[src/hw/rtl/lcd4_pkg.sv]
`default_nettype none

package lcd4_pkg;

  // request kinds
  localparam logic [1:0] REQ_INIT = 2'd0;
  localparam logic [1:0] REQ_CMD  = 2'd1;
  localparam logic [1:0] REQ_DATA = 2'd2;
  localparam logic [1:0] REQ_GOTO = 2'd3;

  // configuration register indexes
  localparam logic [2:0] REG_SETUP  = 3'd0;
  localparam logic [2:0] REG_PULSE  = 3'd1;
  localparam logic [2:0] REG_SETTLE = 3'd2;
  localparam logic [2:0] REG_POWER  = 3'd3;
  localparam logic [2:0] REG_LONG   = 3'd4;
  localparam logic [2:0] REG_FINAL  = 3'd5;

  localparam logic [15:0] RST_SETUP  = 16'd50;
  localparam logic [15:0] RST_PULSE  = 16'd50;
  localparam logic [15:0] RST_SETTLE = 16'd10000;
  localparam logic [15:0] RST_POWER  = 16'd30000;
  localparam logic [15:0] RST_LONG   = 16'd50000;
  localparam logic [15:0] RST_FINAL  = 16'd5000;

  localparam logic [3:0] NIB_WAKE = 4'h3;
  localparam logic [3:0] NIB_MODE = 4'h2;
  localparam logic [7:0] GOTO_BASE   = 8'h80;
  localparam logic [6:0] ROW2_OFFSET = 7'h40;

  localparam logic [1:0] WAKE_LAST = 2'd2;  // three wake nibbles
  localparam logic [2:0] CMD_LAST  = 3'd4;  // five init commands

  typedef enum logic [3:0] {
    ST_IDLE,
    ST_POWER,
    ST_WAKE_EN,
    ST_WAKE_OFF,
    ST_LONG,
    ST_MODE,
    ST_SETUP,
    ST_HI_EN,
    ST_HI_OFF,
    ST_LO_EN,
    ST_LO_OFF,
    ST_END
  } lcd4_state_t;

  // controller -> datapath
  typedef struct packed {
    logic        load;     // capture request
    logic        emit;     // write a pin state to the output word
    lcd4_state_t phase;    // which pin state
    logic        init;     // inside an init sequence
    logic [2:0]  cmd_idx;  // init command number
    logic        last;     // final pin state of the request
  } lcd4_cmd_t;

  function automatic logic [7:0] init_cmd(input logic [2:0] idx);
    logic [7:0] b;
    case (idx)
      3'd0:    b = 8'h28;
      3'd1:    b = 8'h08;
      3'd2:    b = 8'h01;
      3'd3:    b = 8'h06;
      3'd4:    b = 8'h0C;
      default: b = 8'h00;
    endcase
    return b;
  endfunction

endpackage

`default_nettype wire

[src/hw/rtl/lcd4_ctrl.sv]
`default_nettype none

module lcd4_ctrl (
  input  wire logic              clk,
  input  wire logic              rst_n,
  input  wire logic              in_fire,
  input  wire logic [1:0]        req_type,
  input  wire logic              slot_free,
  output logic                   idle,
  output lcd4_pkg::lcd4_cmd_t    cmd
);
  import lcd4_pkg::*;

  lcd4_state_t state_r, state_nxt;
  logic [1:0]  wake_cnt_r, wake_cnt_nxt;
  logic [2:0]  cmd_idx_r, cmd_idx_nxt;
  logic        init_r, init_nxt;
  logic        step;

  assign step = (state_r != ST_IDLE) && slot_free;

  always_ff @(posedge clk) begin
    if (!rst_n) begin
      state_r    <= ST_IDLE;
      wake_cnt_r <= '0;
      cmd_idx_r  <= '0;
      init_r     <= 1'b0;
    end else begin
      state_r    <= state_nxt;
      wake_cnt_r <= wake_cnt_nxt;
      cmd_idx_r  <= cmd_idx_nxt;
      init_r     <= init_nxt;
    end
  end

  // next state
  always_comb begin
    state_nxt    = state_r;
    wake_cnt_nxt = wake_cnt_r;
    cmd_idx_nxt  = cmd_idx_r;
    init_nxt     = init_r;
    case (state_r)
      ST_IDLE: begin
        if (in_fire) begin
          init_nxt     = (req_type == REQ_INIT);
          wake_cnt_nxt = '0;
          cmd_idx_nxt  = '0;
          state_nxt    = (req_type == REQ_INIT) ? ST_POWER : ST_SETUP;
        end
      end
      ST_POWER:   if (step) state_nxt = ST_WAKE_EN;
      ST_WAKE_EN: if (step) state_nxt = ST_WAKE_OFF;
      ST_WAKE_OFF: begin
        if (step) begin
          if (wake_cnt_r == WAKE_LAST) begin
            state_nxt = ST_LONG;
          end else begin
            wake_cnt_nxt = wake_cnt_r + 2'd1;
            state_nxt    = ST_WAKE_EN;
          end
        end
      end
      ST_LONG:   if (step) state_nxt = ST_MODE;
      ST_MODE:   if (step) state_nxt = ST_SETUP;
      ST_SETUP:  if (step) state_nxt = ST_HI_EN;
      ST_HI_EN:  if (step) state_nxt = ST_HI_OFF;
      ST_HI_OFF: if (step) state_nxt = ST_LO_EN;
      ST_LO_EN:  if (step) state_nxt = ST_LO_OFF;
      ST_LO_OFF: if (step) state_nxt = ST_END;
      ST_END: begin
        if (step) begin
          if (init_r && (cmd_idx_r != CMD_LAST)) begin
            cmd_idx_nxt = cmd_idx_r + 3'd1;
            state_nxt   = ST_SETUP;
          end else begin
            state_nxt = ST_IDLE;
          end
        end
      end
      default: state_nxt = ST_IDLE;
    endcase
  end

  // outputs
  always_comb begin
    idle        = (state_r == ST_IDLE);
    cmd.load    = in_fire;
    cmd.emit    = step;
    cmd.phase   = state_r;
    cmd.init    = init_r;
    cmd.cmd_idx = cmd_idx_r;
    cmd.last    = 1'b0;
    case (state_r)
      ST_END:  cmd.last = !init_r || (cmd_idx_r == CMD_LAST);
      default: cmd.last = 1'b0;
    endcase
  end

endmodule

`default_nettype wire

[src/hw/rtl/lcd4_dp.sv]
`default_nettype none

module lcd4_dp (
  input  wire logic                clk,
  input  wire logic                rst_n,
  input  wire lcd4_pkg::lcd4_cmd_t cmd,
  input  wire logic [1:0]          req_type,
  input  wire logic [7:0]          byte_value,
  input  wire logic                line,
  input  wire logic [6:0]          column,
  input  wire logic                cfg_wr_en,
  input  wire logic [2:0]          cfg_index,
  input  wire logic [15:0]         cfg_wdata,
  input  wire logic                out_tready,
  output logic                     slot_free,
  output logic                     out_valid,
  output logic [3:0]               data_nibble,
  output logic                     reg_select,
  output logic                     enable,
  output logic [15:0]              hold_us,
  output logic                     last
);
  import lcd4_pkg::*;

  logic [15:0] setup_r, pulse_r, settle_r, power_r, long_r, final_r;
  logic [7:0]  byte_r, byte_nxt;
  logic        rs_r;
  logic [6:0]  pos;
  logic        valid_r;
  logic [3:0]  nib_r, nib_nxt;
  logic        rs_out_r, rs_out_nxt;
  logic        en_r, en_nxt;
  logic [15:0] hold_r, hold_nxt;
  logic        last_r;
  logic [7:0]  cur_byte;

  // config registers
  always_ff @(posedge clk) begin
    if (!rst_n) begin
      setup_r  <= RST_SETUP;
      pulse_r  <= RST_PULSE;
      settle_r <= RST_SETTLE;
      power_r  <= RST_POWER;
      long_r   <= RST_LONG;
      final_r  <= RST_FINAL;
    end else if (cfg_wr_en) begin
      case (cfg_index)
        REG_SETUP:  setup_r  <= cfg_wdata;
        REG_PULSE:  pulse_r  <= cfg_wdata;
        REG_SETTLE: settle_r <= cfg_wdata;
        REG_POWER:  power_r  <= cfg_wdata;
        REG_LONG:   long_r   <= cfg_wdata;
        REG_FINAL:  final_r  <= cfg_wdata;
        default: ;
      endcase
    end
  end

  // request capture; goto folds into a command byte here
  assign pos = column + (line ? ROW2_OFFSET : 7'd0);

  always_comb begin
    case (req_type)
      REQ_GOTO: byte_nxt = GOTO_BASE | {1'b0, pos};
      default:  byte_nxt = byte_value;
    endcase
  end

  always_ff @(posedge clk) begin
    if (cmd.load) begin
      byte_r <= byte_nxt;
      rs_r   <= (req_type == REQ_DATA);
    end
  end

  assign cur_byte = cmd.init ? init_cmd(cmd.cmd_idx) : byte_r;

  // pin state for the current phase
  always_comb begin
    nib_nxt    = '0;
    rs_out_nxt = 1'b0;
    en_nxt     = 1'b0;
    hold_nxt   = '0;
    case (cmd.phase)
      ST_POWER: hold_nxt = power_r;
      ST_WAKE_EN: begin
        nib_nxt  = NIB_WAKE;
        en_nxt   = 1'b1;
        hold_nxt = pulse_r;
      end
      ST_WAKE_OFF: begin
        nib_nxt  = NIB_WAKE;
        hold_nxt = settle_r;
      end
      ST_LONG: begin
        nib_nxt  = NIB_WAKE;
        hold_nxt = long_r;
      end
      ST_MODE: begin
        nib_nxt  = NIB_MODE;
        en_nxt   = 1'b1;
        hold_nxt = long_r;
      end
      ST_SETUP: begin
        // first init command still shows the mode nibble
        nib_nxt    = (cmd.init && (cmd.cmd_idx == '0)) ? NIB_MODE : 4'h0;
        rs_out_nxt = rs_r;
        hold_nxt   = setup_r;
      end
      ST_HI_EN: begin
        nib_nxt    = cur_byte[7:4];
        rs_out_nxt = rs_r;
        en_nxt     = 1'b1;
        hold_nxt   = pulse_r;
      end
      ST_HI_OFF: begin
        nib_nxt    = cur_byte[7:4];
        rs_out_nxt = rs_r;
        hold_nxt   = settle_r;
      end
      ST_LO_EN: begin
        nib_nxt    = cur_byte[3:0];
        rs_out_nxt = rs_r;
        en_nxt     = 1'b1;
        hold_nxt   = pulse_r;
      end
      ST_LO_OFF: begin
        nib_nxt    = cur_byte[3:0];
        rs_out_nxt = rs_r;
        hold_nxt   = settle_r;
      end
      ST_END: hold_nxt = (cmd.init && cmd.last) ? final_r : 16'd0;
      default: ;
    endcase
  end

  // output word register
  assign slot_free = !valid_r || out_tready;

  always_ff @(posedge clk) begin
    if (!rst_n) begin
      valid_r <= 1'b0;
    end else if (cmd.emit) begin
      valid_r <= 1'b1;
    end else if (out_tready) begin
      valid_r <= 1'b0;
    end
  end

  always_ff @(posedge clk) begin
    if (cmd.emit) begin
      nib_r    <= nib_nxt;
      rs_out_r <= rs_out_nxt;
      en_r     <= en_nxt;
      hold_r   <= hold_nxt;
      last_r   <= cmd.last;
    end
  end

  assign out_valid   = valid_r;
  assign data_nibble = nib_r;
  assign reg_select  = rs_out_r;
  assign enable      = en_r;
  assign hold_us     = hold_r;
  assign last        = last_r;

endmodule

`default_nettype wire

[src/hw/rtl/lcd_4bit_interface_sequencer.sv]
`default_nettype none

// Channel  Dir  Signals                          Word layout (lsb first)
// in       in   in_tvalid/in_tready              tdata: byte_value[7:0] line[8]
//                 in_tdata/in_tuser                     column[15:9]
//                                                tuser: req_type[1:0]
// out      out  out_tvalid/out_tready            tdata: data_nibble[3:0] enable[4]
//                 out_tdata/out_tuser                   hold_us[20:5], 0 pad
//                 out_tlast = last               tuser: reg_select
// cfg      in   cfg_wr_en/cfg_index/cfg_wdata    16-bit register, index 0..5
//
// One request is taken at a time. It yields 6 pin-state words (command, data,
// goto) or 39 words (init), one per cycle as long as out_tready stays high.
// in_tready is high only while the sequencer is idle; the request after one
// can be taken while the final word still waits in the output register.
// A low out_tready with a word waiting stalls the sequencer on that pin state.
// Reset (synchronous, rst_n low) returns the controller to idle, drops the
// output word and loads the timing registers with their default values.

module lcd_4bit_interface_sequencer (
  input  wire logic        clk,
  input  wire logic        rst_n,
  input  wire logic        in_tvalid,
  output logic             in_tready,
  input  wire logic [15:0] in_tdata,   // byte_value, line, column
  input  wire logic [1:0]  in_tuser,   // req_type
  output logic             out_tvalid,
  input  wire logic        out_tready,
  output logic [23:0]      out_tdata,  // data_nibble, enable, hold_us
  output logic             out_tuser,  // reg_select
  output logic             out_tlast,
  input  wire logic        cfg_wr_en,
  input  wire logic [2:0]  cfg_index,
  input  wire logic [15:0] cfg_wdata
);
  import lcd4_pkg::*;

  logic       in_fire;
  logic       idle;
  logic       slot_free;
  lcd4_cmd_t  ctrl_cmd;
  logic [3:0] data_nibble;
  logic       enable;
  logic [15:0] hold_us;

  assign in_tready = idle;
  assign in_fire   = in_tvalid && in_tready;

  lcd4_ctrl u_ctrl (
    .clk       (clk),
    .rst_n     (rst_n),
    .in_fire   (in_fire),
    .req_type  (in_tuser),
    .slot_free (slot_free),
    .idle      (idle),
    .cmd       (ctrl_cmd)
  );

  lcd4_dp u_dp (
    .clk         (clk),
    .rst_n       (rst_n),
    .cmd         (ctrl_cmd),
    .req_type    (in_tuser),
    .byte_value  (in_tdata[7:0]),
    .line        (in_tdata[8]),
    .column      (in_tdata[15:9]),
    .cfg_wr_en   (cfg_wr_en),
    .cfg_index   (cfg_index),
    .cfg_wdata   (cfg_wdata),
    .out_tready  (out_tready),
    .slot_free   (slot_free),
    .out_valid   (out_tvalid),
    .data_nibble (data_nibble),
    .reg_select  (out_tuser),
    .enable      (enable),
    .hold_us     (hold_us),
    .last        (out_tlast)
  );

  assign out_tdata = {3'b000, hold_us, enable, data_nibble};

`ifndef NO_ASSERTIONS
  // an accepted request keeps the sequencer busy next cycle
  a_busy_after_accept: assert property (@(posedge clk) disable iff (!rst_n)
    in_fire |=> !in_tready)
    else $error("sequencer not busy after accepting a request");

  // emitting the final pin state returns the sequencer to idle
  a_idle_after_last: assert property (@(posedge clk) disable iff (!rst_n)
    ctrl_cmd.emit && ctrl_cmd.last |=> in_tready)
    else $error("sequencer not idle after final pin state");

  // a request never ends with EN high
  a_last_en_low: assert property (@(posedge clk) disable iff (!rst_n)
    out_tvalid && out_tlast |-> !out_tdata[4])
    else $error("final pin state has EN high");
`endif

endmodule

`default_nettype wire
[config.mk]
export PLATFORM = sky130hd
export DESIGN_NAME = lcd_4bit_interface_sequencer
export DESIGN_NICKNAME = d
export VERILOG_FILES = /design/src/hw/rtl/lcd4_pkg.sv /design/src/hw/rtl/lcd4_ctrl.sv /design/src/hw/rtl/lcd4_dp.sv /design/src/hw/rtl/lcd_4bit_interface_sequencer.sv
export SDC_FILE = /design/constraint.sdc
export NUM_CORES = 1
export LEC_CHECK = 0
export BUFFER_PORTS_ARGS = -buffer_cell sky130_fd_sc_hd__buf_2
export CORE_ASPECT_RATIO = 1.25
export CORE_UTILIZATION = 46
export CTS_CLUSTER_DIAMETER = 200
export DETAILED_ROUTE_END_ITERATION = 10
export GPL_TIMING_DRIVEN = 0
export PLACE_DENSITY_LB_ADDON = 0.25
export SLEW_MARGIN = 10
export SYNTH_ARGS = -nofsm -noshare
export SYNTH_HDL_FRONTEND = slang
export SYNTH_SLANG_ARGS = --single-unit
[constraint.sdc]
create_clock -name clk -period 1.8 [get_ports clk]
set_input_delay 0.18 -clock clk [delete_from_list [all_inputs] [get_ports clk]]
set_output_delay 0.18 -clock clk [all_outputs]
set_load 0.005 [all_outputs]
==> run_results.csv <==
group,metric,value,unit
run_status,status,"completed",
hold_path,hold_depth,2,
layout,n_antenna_cell,0,
critical_path,critPathBufInv,1,
clocking,hold_buffers,0,
hold_path,min_path_type,"primary input to flop",
timing,worst_slew_pin_slew,0.717,ns
timing,drv_slew,0,
critical_path,r2r_start,"u_ctrl.cmd_idx_r[0]",
critical_path,required,2.11,ns
power,power_frac_comb,27.5,%
detailed_routing,drc_errors,0,
critical_path,critical-path-top-delay-family,"simple AND/OR/NAND/NOR gates",
synth,async_flop_share,0,%
placed_design,gp_congestion,0.875,
synth,synth_area_per_cell,8.59,um^2
timing,final-setup-viol-count,0,
critical_path,worstSetupPathType,"flop to flop",
critical_path,cp_max_fo,6,
grt,grt_use_total,25.3,%
layout,fin_util,58.3,%
power,vdd_drop_max,884,uV
power,p_seq_share,38.4,%
detailed_routing,dr.pass1.iters,5,
detailed_routing,initialDrtViolationCount,308,
critical_path,crit_slowest_cell,"or4_4",
timing,fin_crit_sh,98.1,%
floorplan,core-area,0.0132,mm^2
power,intPower,7.26,mW
floorplan,die_w,106,um
floorplan,initial_utilization,47.0,%
floorplan,fp.dieArea,0.0140,mm^2
clocking,clockBufferDepth,2,
grt,grt_pass1_wl,27200,um
clocking,worstSkewPairLatency,0.42,ns
critical_path,startpoint_type,"flop",
synth,synthesis.instances,724,
power,p_total,10.4,mW
layout,final_cell_mix,"241 x nand2_1, 103 x dfxtp_1, 70 x buf_2, 69 x a21boi_0, 51 x nand3_1",
critical_path,end_kind,"flop",
power,p_sw,3.17,mW
power,power_density,1350,mW/mm^2
layout,nFillCells,1130,
critical_path,crit_arrival,2.08,ns
synth,yosys_warnings,0,
power,clkPwrFrac,34.1,%
critical_path,slowest_delay,0.58,ns
grt,grt_pass1_vias,5437,
timing,rsz0062_at_grt,"true",
floorplan,ios,70,
critical_path,crit_chain,"inv_2, ha_4, a21bo_4, or4_4, nand3_2, o21ai_2, and2_1",
detailed_routing,wl_per_cell,17.0,um
floorplan,rows,47,
clocking,tritoncts,"built",
grt,antenna_found_initial,0,
clocking,clk_pin_slew,0.05,ns
critical_path,r2r_cells,7,
critical_path,cp_num_cells,7,
timing,period_minus_slack,1.77,ns
timing,relSlewSlack,52.2,%
synth,ys_seq_area_share,49.9,%
detailed_routing,vias,5537,
clocking,cts_max_level,4,
job,drv_cap,0,
power,leakagePower,3.00,nW
hold_path,hp-start,"in_tdata[7]",
grt,grt_start_max_net_pins,24,
critical_path,startpoint,"u_ctrl.cmd_idx_r[0]",
placed_design,dp_cells,962,
placed_design,port_buffers,65,
clocking,cts_root_buf,"clkbuf_16",
clocking,cts_made_buffers,17,
synth,ys_ff_latch,139,
timing,hold_viol,0,
timing,setup-tns-final,0,ns
placed_design,dp_hpwl,12400,um
layout,synthToLayoutAreaGrowth,24.1,%
layout,final_area,0.00772,mm^2
layout,final-instance-count-excl-fill,1002,
synth,synth_cell_types,49,
detailed_routing,routed_wl,17000,um
layout,nNetsFinal,868,
clocking,numClockSinks,139,
grt,overflow,0,
timing,finClkSkew,0.00529,ns
floorplan,die_y,132,um
placed_design,placed_area,0.00677,mm^2
layout,layout-drive-gt1-share,21.3,%
detailed_routing,avgViaCountPerCell,5.53,
layout,mostFrequentLayoutCell,"nand2_1",
power,swShare,30.4,%
synth,synth_edf_count,32,
synth,syn_area,0.00622,mm^2
detailed_routing,postRouteAntennaNets,0,
synth,ys.flop_type,"dfxtp_1",
timing,fmax,0.566,GHz
## per-stage QoR
stage | hold slack [ns] | setup WS (ns)
2_1_floorplan | 0.304 | 0.0159
3_3_place_gp | 0.442 | -0.349
3_5_place_dp | 0.452 | -0.411
4_1_cts | 0.0195 | -0.125
5_1_grt | 0.0325 | -0.0178
6_report | 0.0269 | 0.0347
## power groups by stage
stage               logic, mW  registers, mW  clock network, mW
floorplan                1.54           4.05                  0
global placement         2.46           4.05                  0
detailed placement       2.48           4.05                  0
CTS                      2.56           3.98               3.58
global route             3.12           4.05               3.71
finish                   2.86           4.00               3.55
## cell type report
class | count | area (um^2) | area share [%]
multi-input cells | 533 | 3080 | 39.9
clock buffers | 25 | 559 | 7.25
well taps | 171 | 214 | 2.77
repair buffers | 76 | 420 | 5.45
inverters | 8 | 33.8 | 0.438
clock inverters | 5 | 50.0 | 0.648
plain buffers | 45 | 249 | 3.23
flip-flops and latches | 139 | 3110 | 40.3
## state kept, by name, indices dropped and copies added (netlist names), 8 cells and up
| register | count |
|---|---|
| u_dp.final_r | 16 |
| u_dp.hold_us | 16 |
| u_dp.byte_r | 8 |
| u_dp.setup_r | 16 |
| u_dp.power_r | 16 |
| u_dp.long_r | 16 |
| u_dp.pulse_r | 16 |
| u_dp.settle_r | 16 |
## synth_stat cells (all sizes together), types with 11 or more instances
cell type / number / share of area [%]
nand3: 55 / 4.4
nand2: 243 / 15
a221o: 16 / 2.6
nor2: 22 / 1.3
buf: 16 / 1.6
a21oi: 14 / 1.1
edfxtp: 32 / 15
nor3: 11 / 1.2
clkbuf: 30 / 1.8
a22oi: 18 / 2.2
a21boi: 71 / 8.6
dfxtp: 107 / 34
## per-layer routing
metal	up-vias	track usage [%]	wire length, um
li1	2681	-	-
met1	2602	28.1	6710
met2	209	45.0	8820
met3	45	4.89	848
met4	0	13.5	614
met5	-	0	0
## path summary, 6_finish.rpt
check / endpoint / slack [ns]
max reg2reg: u_ctrl.cmd_idx_r[2] / 0.03
max: u_ctrl.cmd_idx_r[2] / 0.03
min: u_dp.byte_r[7] / 0.03
min reg2reg: u_dp.long_r[2] / 0.46
## repair_timing
action	in CTS	in global routing
endpoints found under the setup margin	50	29
hold endpoints to repair	0	0
resized for setup	18	52
setup buffers	0	11
pin swaps	0	10
## kinds of logic after synthesis
family / share of synthesized area [%]
AND/OR/NAND/NOR: 25.3
AO/OA/AOI/OAI: 18.0
flip-flops: 49.9
buffers and inverters: 3.86
multiplexers: 1.57
adder cells (fa/ha/maj): 1.21
other: 0.0603
XOR/XNOR: 0.141
No activity file was read; power rests on OpenSTA's default activity.
